<file path="config.mk">
export PLATFORM = sky130hd
export DESIGN_NAME = multi_rate_tick_timer_unit
export DESIGN_NICKNAME = d
export VERILOG_FILES = /design/src/rtl/mrtt_pkg.sv /design/src/rtl/multi_rate_tick_timer_unit.sv /design/src/rtl/mrtt_count.sv
export VERILOG_INCLUDE_DIRS = /design/src /design/src/rtl
export SDC_FILE = /design/constraint.sdc
export NUM_CORES = 1
export LEC_CHECK = 0
export BUFFER_PORTS_ARGS = -buffer_cell sky130_fd_sc_hd__buf_2
export CAP_MARGIN = 5
export CORE_ASPECT_RATIO = 2
export CORE_MARGIN = 2
export CORE_UTILIZATION = 50
export CTS_BUF_LIST = sky130_fd_sc_hd__clkbuf_8 sky130_fd_sc_hd__clkbuf_16
export CTS_CLUSTER_DIAMETER = 150
export DETAILED_ROUTE_END_ITERATION = 7
export GPL_TIMING_DRIVEN = 0
export MAX_ROUTING_LAYER = met4
export PLACE_DENSITY_LB_ADDON = 0.1
export SLEW_MARGIN = 20
export SYNTH_ARGS = -nofsm -noshare
export SYNTH_HDL_FRONTEND = slang
export SYNTH_HIERARCHICAL = 1
export SYNTH_SLANG_ARGS = --single-unit
</file>
<file path="constraint.sdc">
create_clock -name clk -period 27.1 [get_ports clk]
set_input_delay 1.355 -clock clk [delete_from_list [all_inputs] [get_ports clk]]
set_output_delay 1.355 -clock clk [all_outputs]
set_load 0.005 [all_outputs]
</file>
<file path="src/rtl/multi_rate_tick_timer_unit_macros.svh">
// Assertion macros used by the timer top level.
// Each macro expects clk and arst_n in the scope where it is used.
`ifndef MULTI_RATE_TICK_TIMER_UNIT_MACROS_SVH
`define MULTI_RATE_TICK_TIMER_UNIT_MACROS_SVH

// same-cycle implication
`define MRTT_ASSERT_IMP(name, ante, cons, msg) \
	name: assert property (@(posedge clk) disable iff (!arst_n) (ante) |-> (cons)) \
		else $error(msg);

// next-cycle implication
`define MRTT_ASSERT_NXT(name, ante, cons, msg) \
	name: assert property (@(posedge clk) disable iff (!arst_n) (ante) |=> (cons)) \
		else $error(msg);

`endif

</file>
<file path="src/rtl/mrtt_pkg.sv">
// Shared types, codes and residue helpers for the multi-rate tick timer.
// No dependencies; used by mrtt_count and the top level.
package mrtt_pkg;

	typedef enum logic [2:0] {
		REQ_CHECK   = 3'd0,
		REQ_RESTART = 3'd1,
		REQ_CLEAR   = 3'd2,
		REQ_ENABLE  = 3'd3,
		REQ_DISABLE = 3'd4
	} req_t;

	// rate bit positions in the enable and ready masks
	localparam int unsigned RATE_1MS   = 0;
	localparam int unsigned RATE_10MS  = 1;
	localparam int unsigned RATE_100MS = 2;
	localparam int unsigned RATE_1S    = 3;
	localparam int unsigned RATE_10S   = 4;
	localparam int unsigned RATE_1MIN  = 5;

	localparam logic [9:0]  MS_PER_SEC   = 10'd1000;
	localparam logic [3:0]  SEC_PER_10S  = 4'd10;
	localparam logic [5:0]  SEC_PER_MIN  = 6'd60;

	// counter state after a request, as carried down the pipeline
	typedef struct packed {
		logic        check;
		logic [5:0]  en;
		logic [9:0]  step;
		logic [31:0] left;
		logic [31:0] count;
		logic [9:0]  ms_r;
		logic [22:0] sec;
		logic [3:0]  sec_m10;
		logic [5:0]  sec_m60;
	} snap_t;

	// x % 10 for x below 1024, reciprocal 205 / 2^11
	function automatic logic [3:0] mod10(input logic [9:0] x);
		logic [17:0] p;
		logic [6:0]  q;
		logic [9:0]  r;
		p = 18'(x) * 18'd205;
		q = p[17:11];
		r = x - 10'(q) * 10'd10;
		return r[3:0];
	endfunction

	// x % 100 for x below 1024, reciprocal 5243 / 2^19
	function automatic logic [6:0] mod100(input logic [9:0] x);
		logic [22:0] p;
		logic [3:0]  q;
		logic [9:0]  r;
		p = 23'(x) * 23'd5243;
		q = p[22:19];
		r = x - 10'(q) * 10'd100;
		return r[6:0];
	endfunction

endpackage

</file>
<file path="src/rtl/multi_rate_tick_timer_unit.sv">
// Multi-rate millisecond tick timer, top level.
// Pipeline: two register stages, the counter snapshot snap_s1 and the output register m_tdata.
// Throughput: one request per cycle while the output side does not stall; the counter updates at the accepting edge.
// Ready mask is evaluated one stage later from the registered counter snapshot.
// Reset (arst_n low, asynchronous): counter and enable mask cleared, pipeline emptied.
`include "multi_rate_tick_timer_unit_macros.svh"

module multi_rate_tick_timer_unit (
	input  logic         clk,
	input  logic         arst_n,
	input  logic         s_tvalid,
	output logic         s_tready,
	input  logic [39:0]  s_tdata,   // lapse_ms[31:0], mask_bits[37:32], zero fill
	input  logic [2:0]   s_tuser,   // req_type[2:0]
	output logic         m_tvalid,
	input  logic         m_tready,
	output logic [103:0] m_tdata    // rate_hits[5:0], consumed_ticks[15:6],
	                                // remaining_lapse[47:16], elapsed_ms[79:48],
	                                // elapsed_seconds[102:80], zero fill
);

	logic            take;
	logic            out_free;
	logic            valid_s1;
	mrtt_pkg::snap_t snap;
	mrtt_pkg::snap_t snap_s1;
	logic [5:0]      ready;
	logic            sec_edge;

	assign out_free = !m_tvalid || m_tready;
	assign s_tready = !valid_s1 || out_free;
	assign take     = s_tvalid && s_tready;

	mrtt_count u_count (
		.clk    (clk),
		.arst_n (arst_n),
		.take   (take),
		.req    (s_tuser),
		.lapse  (s_tdata[31:0]),
		.bits   (s_tdata[37:32]),
		.snap   (snap)
	);

	always_ff @(posedge clk or negedge arst_n) begin
		if (!arst_n) begin
			valid_s1 <= 1'b0;
		end else if (take) begin
			valid_s1 <= 1'b1;
		end else if (out_free) begin
			valid_s1 <= 1'b0;
		end
	end

	always_ff @(posedge clk) begin
		if (take) begin
			snap_s1 <= snap;
		end
	end

	always_comb begin
		sec_edge = (snap_s1.ms_r == '0);
		ready = '0;
		if (snap_s1.check) begin
			ready[mrtt_pkg::RATE_1MS]   = snap_s1.en[mrtt_pkg::RATE_1MS];
			ready[mrtt_pkg::RATE_10MS]  = snap_s1.en[mrtt_pkg::RATE_10MS]
				&& (mrtt_pkg::mod10(snap_s1.ms_r) == '0);
			ready[mrtt_pkg::RATE_100MS] = snap_s1.en[mrtt_pkg::RATE_100MS]
				&& (mrtt_pkg::mod100(snap_s1.ms_r) == '0);
			ready[mrtt_pkg::RATE_1S]    = snap_s1.en[mrtt_pkg::RATE_1S] && sec_edge;
			ready[mrtt_pkg::RATE_10S]   = snap_s1.en[mrtt_pkg::RATE_10S] && sec_edge
				&& (snap_s1.sec_m10 == '0);
			ready[mrtt_pkg::RATE_1MIN]  = snap_s1.en[mrtt_pkg::RATE_1MIN] && sec_edge
				&& (snap_s1.sec_m60 == '0);
		end
	end

	always_ff @(posedge clk or negedge arst_n) begin
		if (!arst_n) begin
			m_tvalid <= 1'b0;
		end else if (out_free) begin
			m_tvalid <= valid_s1;
		end
	end

	always_ff @(posedge clk) begin
		if (out_free && valid_s1) begin
			m_tdata <= {1'b0, snap_s1.sec, snap_s1.count, snap_s1.left, snap_s1.step, ready};
		end
	end

	`MRTT_ASSERT_IMP(a_split_count, valid_s1, (32'(snap_s1.sec) * 32'd1000 + 32'(snap_s1.ms_r)) == snap_s1.count, "seconds and residue disagree with counter")
	`MRTT_ASSERT_IMP(a_idle_fields, valid_s1 && !snap_s1.check, (snap_s1.step == '0) && (snap_s1.left == '0), "non-check request carries step or lapse")
	`MRTT_ASSERT_IMP(a_step_range, m_tvalid, m_tdata[15:6] <= 10'd1000, "consumed ticks above one second")
	`MRTT_ASSERT_NXT(a_s1_hold, valid_s1 && !out_free, valid_s1 && $stable(snap_s1), "stalled request lost or changed")

endmodule

</file>
<file path="src/rtl/mrtt_count.sv">
// Counter and enable-mask state of the tick timer with the step logic.
// The counter is also kept as seconds plus a millisecond residue. Uses mrtt_pkg.
module mrtt_count (
	input  logic                clk,
	input  logic                arst_n,
	input  logic                take,
	input  logic [2:0]          req,
	input  logic [31:0]         lapse,
	input  logic [5:0]          bits,
	output mrtt_pkg::snap_t     snap
);

	logic [31:0] count_q, count_d;
	logic [9:0]  ms_q, ms_d;
	logic [22:0] sec_q, sec_d;
	logic [3:0]  m10_q, m10_d;
	logic [5:0]  m60_q, m60_d;
	logic [5:0]  en_q, en_d;

	logic [3:0]  r10;
	logic [6:0]  r100;
	logic [9:0]  to_edge;
	logic [9:0]  step;
	logic [32:0] sum;
	logic [10:0] ms_sum;
	logic        is_check;

	always_comb begin
		r10  = mrtt_pkg::mod10(ms_q);
		r100 = mrtt_pkg::mod100(ms_q);
		// distance to the next boundary of the finest enabled fine rate, else to the next second
		if (en_q[mrtt_pkg::RATE_1MS]) begin
			to_edge = 10'd1;
		end else if (en_q[mrtt_pkg::RATE_10MS]) begin
			to_edge = 10'd10 - 10'(r10);
		end else if (en_q[mrtt_pkg::RATE_100MS]) begin
			to_edge = 10'd100 - 10'(r100);
		end else begin
			to_edge = mrtt_pkg::MS_PER_SEC - ms_q;
		end
		step   = (lapse < 32'(to_edge)) ? lapse[9:0] : to_edge;
		sum    = {1'b0, count_q} + 33'(step);
		ms_sum = {1'b0, ms_q} + {1'b0, step};
	end

	always_comb begin
		count_d  = count_q;
		ms_d     = ms_q;
		sec_d    = sec_q;
		m10_d    = m10_q;
		m60_d    = m60_q;
		en_d     = en_q;
		is_check = 1'b0;
		case (req)
			mrtt_pkg::REQ_CHECK: begin
				is_check = 1'b1;
				count_d  = sum[31:0];
				if (sum[32]) begin
					// wrapped: the new count lies below one second
					ms_d  = sum[9:0];
					sec_d = '0;
					m10_d = '0;
					m60_d = '0;
				end else if (ms_sum >= {1'b0, mrtt_pkg::MS_PER_SEC}) begin
					ms_d  = 10'(ms_sum - {1'b0, mrtt_pkg::MS_PER_SEC});
					sec_d = sec_q + 23'd1;
					m10_d = (m10_q == mrtt_pkg::SEC_PER_10S - 4'd1) ? '0 : m10_q + 4'd1;
					m60_d = (m60_q == mrtt_pkg::SEC_PER_MIN - 6'd1) ? '0 : m60_q + 6'd1;
				end else begin
					ms_d = ms_sum[9:0];
				end
			end
			mrtt_pkg::REQ_RESTART: begin
				count_d = '0;
				ms_d    = '0;
				sec_d   = '0;
				m10_d   = '0;
				m60_d   = '0;
				en_d    = '0;
			end
			mrtt_pkg::REQ_CLEAR: begin
				count_d = '0;
				ms_d    = '0;
				sec_d   = '0;
				m10_d   = '0;
				m60_d   = '0;
			end
			mrtt_pkg::REQ_ENABLE: begin
				en_d = en_q | bits;
			end
			mrtt_pkg::REQ_DISABLE: begin
				en_d = en_q & ~bits;
			end
			default: begin
			end
		endcase
	end

	always_ff @(posedge clk or negedge arst_n) begin
		if (!arst_n) begin
			count_q <= '0;
			ms_q    <= '0;
			sec_q   <= '0;
			m10_q   <= '0;
			m60_q   <= '0;
			en_q    <= '0;
		end else if (take) begin
			count_q <= count_d;
			ms_q    <= ms_d;
			sec_q   <= sec_d;
			m10_q   <= m10_d;
			m60_q   <= m60_d;
			en_q    <= en_d;
		end
	end

	always_comb begin
		snap.check   = is_check;
		snap.en      = en_d;
		snap.step    = is_check ? step : '0;
		snap.left    = is_check ? (lapse - 32'(step)) : '0;
		snap.count   = count_d;
		snap.ms_r    = ms_d;
		snap.sec     = sec_d;
		snap.sec_m10 = m10_d;
		snap.sec_m60 = m60_d;
	end

endmodule

</file>
==> reports/results.tsv, run 1 <==
metric	value	unit
ys_ff_latch	310	
start_util	0.503	
crit_cells	49	
cp.arrival	14.54	ns
nets	2726	
syn-instance-count	2126	
worst_setup_path_start_kind	register	
yosys_warnings	6	
finalSetupViolations	0	
portBuffers	148	
grt_pass1_wl	90600	um
reg2regPathDepth	49	
syn_nets	2544	
die_w	154	um
endpoint_kind	register	
finalWeightedCongestion	0.893	
overflow	0	
grt_max_degree	58	
ys.flop_type	edfxtp_1	
clock-sinks	310	
synth-edff-count	227	
die_height	304	um
gr-usage-all-layers	0.255	
yosys-top-cells-area	edfxtp_1 30%, ha_1 15%, fa_1 9.4%, dfrtp_1 9.2%, inv_1 4.0%	
root_buffer	clkbuf_16	
clk_pin_slew	0.08	ns
yosys.area.top_type	edfxtp_1	
path_delay_family	compound AO/OA/AOI/OAI gates	
min_path_type	register to register	
final-max-slew-violation-count	0	
tightest_slew	1.01	ns
cts_htree_levels	1	
slowest_stage	dfrtp_1	
syn_to_final_growth	11.3	%
holdPathStages	0	
max_cap_viol_count	0	
drt_iter0_markers	1112	
syn_area	22500	um^2
critPathBufInv	9	
syn_avg_cell_area	10.6	um^2
async_flop_share	0.268	
status	finished, final reports clean	
cts.repair.resized	0	
vias	16700	
skew	0.0496	ns
grt_pass1_vias	16400	
drtPass1Iterations	6	
ys_types	90	
cp_max_fo	10	
ios	153	
totalWireLength	57700	um
fin_tns_setup	0	ns
antenna_found_initial	0	
layout_commonest_cell	ha_1	
cts.hold.buffers_added	0	
final_cell_mix	265 x ha_1, 247 x inv_1, 227 x edfxtp_1, 156 x buf_2, 150 x nand2_1	
ant_nets	0	
cpPeakStageDelay	0.73	ns
synth_top_area_frac	0.303	
core_area	44700	um^2
fin_crit_sh	0.526	
cts_buffers	28	
dpl.hpwl	44300	um
via_per_inst	5.77	
final_layout_size_suffix_gt1_frac	0.115	
final_hold_viol_count	0	
clk_path_buf_depth	3	
cts_tree	built	
placementRows	110	
cp_data_required_time	27.38	ns
seq_area_frac_synth	0.395	
route.detailed.drc	0	
fillers	3944	
maxClockFrequency	0.0701	GHz
fin_crit	14.26	ns
die_area	46900	um^2
maxSlewHeadroom	0.323	
wl_per_cell	20.0	um
worstSkewPairLatency	0.60	ns
crit_type	register to register	
cts_setup_buffers	0	
rsz0062_at_grt	false	
cells by family (layout without fill, tap and decap cells):
group           Yosys count  in the layout  synth area share
simple gates            528            528             0.119
flops                   310            310             0.395
buf+inv                 315            519            0.0538
fa+ha+maj               371            371             0.241
xor+xnor                 77             77            0.0318
other cells               1              2          0.000167
compound gates          484            484             0.139
mux                      40             40            0.0193
cells in the mapped netlist (all sizes together) (6+ instances only):
cell,n
ha,265
inv,241
edfxtp,227
nand2,150
o21ai,124
a21oi,116
nor2,110
fa,106
dfrtp,83
clkbuf,54
nand3,50
xnor2,48
a31oi,42
o31ai,34
a21o,30
nor3,29
mux2,28
or3,26
xor2,26
nand2b,23
a22o,22
and3,22
or4,22
nand4,21
buf,20
and2,18
nor2b,18
a211oi,14
o211ai,13
a21boi,12
mux2i,12
a41oi,10
nor4,10
o21bai,10
o21a,8
o311ai,7
nand4b,6
or2,6
final cells by class:
class                   instances  area, um^2  share of cell area
multi-input cells            1501       12400               0.496
well taps                     560         701              0.0280
clock inverters                24         277              0.0110
diodes                          1        2.50           0.0000999
repair buffers                152         857              0.0342
clock buffers                  28         701              0.0280
inverters                     241         905              0.0361
plain buffers                  74         307              0.0122
flip-flops and latches        310        8890               0.355
stage by stage:
stage / cell area (um^2) / util / hold WS (ns) / std cells / setup slack [ns]
2_1_floorplan: 22500 / - / 0.400 / 2126 / 15.60
3_3_place_gp: 24000 / 0.536 / 0.401 / 2834 / 13.07
3_5_place_dp: 24100 / 0.538 / 0.405 / 2838 / 13.01
4_1_cts: 25100 / 0.560 / 0.379 / 2890 / 12.90
5_1_grt: 25100 / 0.560 / 0.398 / 2890 / 11.82
6_report: 25100 / 0.560 / 0.385 / 2891 / 12.84
path summary, 6_finish.rpt:
path                                  endpoint       startpoint  slack [ns]
hold / removal                     m_tdata[64]      snap_s1[59]        0.39
hold reg to reg                    m_tdata[64]      snap_s1[59]        0.39
setup reg to reg                   snap_s1[37]  u_count/ms_q[4]       12.84
max in group asynchronous  u_count/count_q[14]           arst_n       25.82
setup / recovery                   snap_s1[37]  u_count/ms_q[4]       12.84
min in group asynchronous     u_count/sec_q[7]           arst_n        0.65
flip-flops by register name, indices dropped and copies added (netlist names), 4 cells and up:
| signal | count |
|---|---|
| u_count/m60_q | 6 |
| u_count/m10_q | 4 |
| u_count/en_q | 6 |
| u_count/sec_q | 23 |
| m_tdata | 103 |
| u_count/ms_q | 10 |
| snap_s1 | 124 |
| u_count/count_q | 32 |
worst register-to-register path, delay by kind of cell, from the launching register on:
| kind | cells | cell delay [ns] |
|---|---|---|
| compound gates | 21 | 6.09 |
| simple gates | 7 | 0.70 |
| buf+inv | 9 | 1.70 |
| fa+ha+maj | 10 | 4.39 |
| xor+xnor | 2 | 0.34 |
| flops | 1 | 0.73 |
layer usage:
metal / share of wire / wire [um] / global-route usage
met4: 0.055 / 3190 / 0.123
met3: 0.048 / 2790 / 0.0239
met1: 0.43 / 25000 / 0.332
met5: 0 / 0 / -
met2: 0.46 / 26700 / 0.400
Power of run 1 is not shown: default switching activity piles up to over one toggle a cycle in this logic, so the estimate is an artifact.
==> run 2: changes to the inputs <==
==> constraint.sdc (replaced) <==
create_clock -name clk -period 14.2 [get_ports clk]
set_input_delay 0.71 -clock clk [delete_from_list [all_inputs] [get_ports clk]]
set_output_delay 0.71 -clock clk [all_outputs]
set_load 0.005 [all_outputs]
==> run 2 against run 1 <==
Net effect: largest cell class unchanged; clock skew is 0.0014 ns higher; die area stayed put; via count hardly changed; critical path type unchanged; highest routed layer unchanged; sequential share of layout area is 0.051 points lower; routed wire length hardly changed; fmax is 7.4% higher; critical path depth is 3 higher.
==> reports/results.tsv, run 2 (synthesis results as in run 1) <==
metric	value	unit	change
status	finished, final reports clean		
die_w	154	um	unchanged
ios	153		unchanged
maxSlewHeadroom	0.306		-0.0170
start_util	0.503		unchanged
clk_path_buf_depth	3		unchanged
final_layout_size_suffix_gt1_frac	0.121		+0.00548
cpPeakStageDelay	0.65	ns	-0.08 ns
final_hold_viol_count	0		unchanged
tightest_slew	1.04	ns	+0.0348 ns
portBuffers	148		unchanged
fin_crit	13.28	ns	-0.979 ns
skew	0.0510	ns	+0.00140 ns
top_register	snap_s1		
ant_nets	0		unchanged
cp_data_required_time	14.53	ns	-12.85 ns
dp_slack	0.110	ns	-12.90 ns
final-max-slew-violation-count	0		unchanged
grt_pass1_vias	16400		-0.043%
route.detailed.drc	0		unchanged
die_area	46900	um^2	unchanged
gr-usage-all-layers	0.255		about the same
die_height	304	um	unchanged
layout_commonest_cell	ha_1		
drt_iter0_markers	1130		+1.6%
overflow	0		unchanged
wl_per_cell	19.9	um	about the same
min_path_type	input port to register		
syn_to_final_growth	11.5	%	
grt_max_degree	58		unchanged
vias	16700		-0.066%
root_buffer	clkbuf_16		
cts_buffers	28		unchanged
core_area	44700	um^2	unchanged
endpoint_kind	register		
cts_htree_levels	1		unchanged
cts_tree	built		
finalWeightedCongestion	0.893		unchanged
grt_pass1_wl	90600	um	about the same
clk_pin_slew	0.08	ns	about the same
nets	2728		+0.073%
fin_crit_sh	0.935		+0.409
dpl.hpwl	44300	um	unchanged
final_cell_mix	265 x ha_1, 247 x inv_1, 227 x edfxtp_1, 156 x buf_2, 150 x nand2_1		
via_per_inst	5.76		-0.10%
finalSetupViolations	0		unchanged
fillers	3937		-0.18%
antenna_found_initial	0		unchanged
reg_top3	snap_s1 x124, m_tdata x103, u_count/count_q x32		
maxClockFrequency	0.0753	GHz	+7.4%
drtPass1Iterations	5		-1
cp.arrival	13.61	ns	-0.93 ns
cp_max_fo	10		unchanged
clock-sinks	310		unchanged
worst_setup_path_start_kind	register		
fin_tns_setup	0	ns	unchanged
crit_type	register to register		
slowest_stage	fa_1		
fin_cells	2892		+0.035%
totalWireLength	57700	um	about the same
placementRows	110		unchanged
largest_reg_flops	124		unchanged
fin_ws	0.917	ns	-11.92 ns
worstSkewPairLatency	0.60	ns	about the same
diodes	0		-1
dp_cells	2838		unchanged
max_cap_viol_count	0		unchanged
-- run 2: cell types whose count changed in the layout (fill, tap and decap cells not counted), moves of 2 or more --
cell,change
clkbuf_2,+5
clkbuf_1,-4
dfrtp_1,-3
dfrtp_2,+3
a21oi_1,-2
a21oi_2,+2
-- run 2: critical path, delay by kind of cell, from the launching register on --
| kind | cells | cell delay, ns |
|---|---|---|
| xor+xnor | 3 | 0.60 |
| flops | 1 | 0.57 |
| simple gates | 11 | 1.51 |
| fa+ha+maj | 10 | 4.34 |
| buf+inv | 10 | 1.79 |
| compound gates | 18 | 4.17 |
-- run 2: cell type report --
cell class,count,area [um^2],area share
buffer,74,313,0.0125
clock inverter,24,277,0.0110
tap,560,701,0.0279
clock buffer,28,701,0.0279
inverter,241,905,0.0360
timing repair buffer,154,875,0.0348
sequential,310,8900,0.354
multi-input combinational,1501,12400,0.495
-- run 2: path summary, 6_finish.rpt --
path	cells past startpoint	slack, ns	end	from
worst min-delay path	2	0.32	valid_s1	s_tvalid
min in group asynchronous	2	0.56	u_count/sec_q[7]	arst_n
worst min register to register	0	0.38	m_tdata[64]	snap_s1[59]
worst max-delay path	52	0.92	snap_s1[29]	u_count/ms_q[4]
worst max register to register	52	0.92	snap_s1[29]	u_count/ms_q[4]
max in group asynchronous	3	13.01	u_count/count_q[14]	arst_n
-- run 2: timing repair --
action / 4_1_cts / 5_1_grt
pin swaps: 0 / 1
endpoints found under the setup margin: 1 / 98
endpoints found under the hold margin: 1 / 0
gates cloned: 0 / 0
gates resized for setup: 1 / 16
setup buffers: 0 / 1
hold buffers: 1 / 0
-- run 2: metrics by stage --
stage | util | hold slack (ns) | cell area [um^2]
4_1_cts | 0.561 | 0.296 | 25100
2_1_floorplan | - | 0.400 | 22500
5_1_grt | 0.561 | 0.325 | 25100
6_report | 0.561 | 0.322 | 25100
3_5_place_dp | 0.538 | 0.405 | 24100
3_3_place_gp | 0.536 | 0.401 | 24000
-- run 2: per-layer routing --
layer | GRT usage | wire length [um]
met3 | 0.0239 | 2600
met1 | 0.332 | 25200
met4 | 0.123 | 3190
met2 | 0.400 | 26700
met5 | - | 0
Power of run 2 is left out for the same reason.
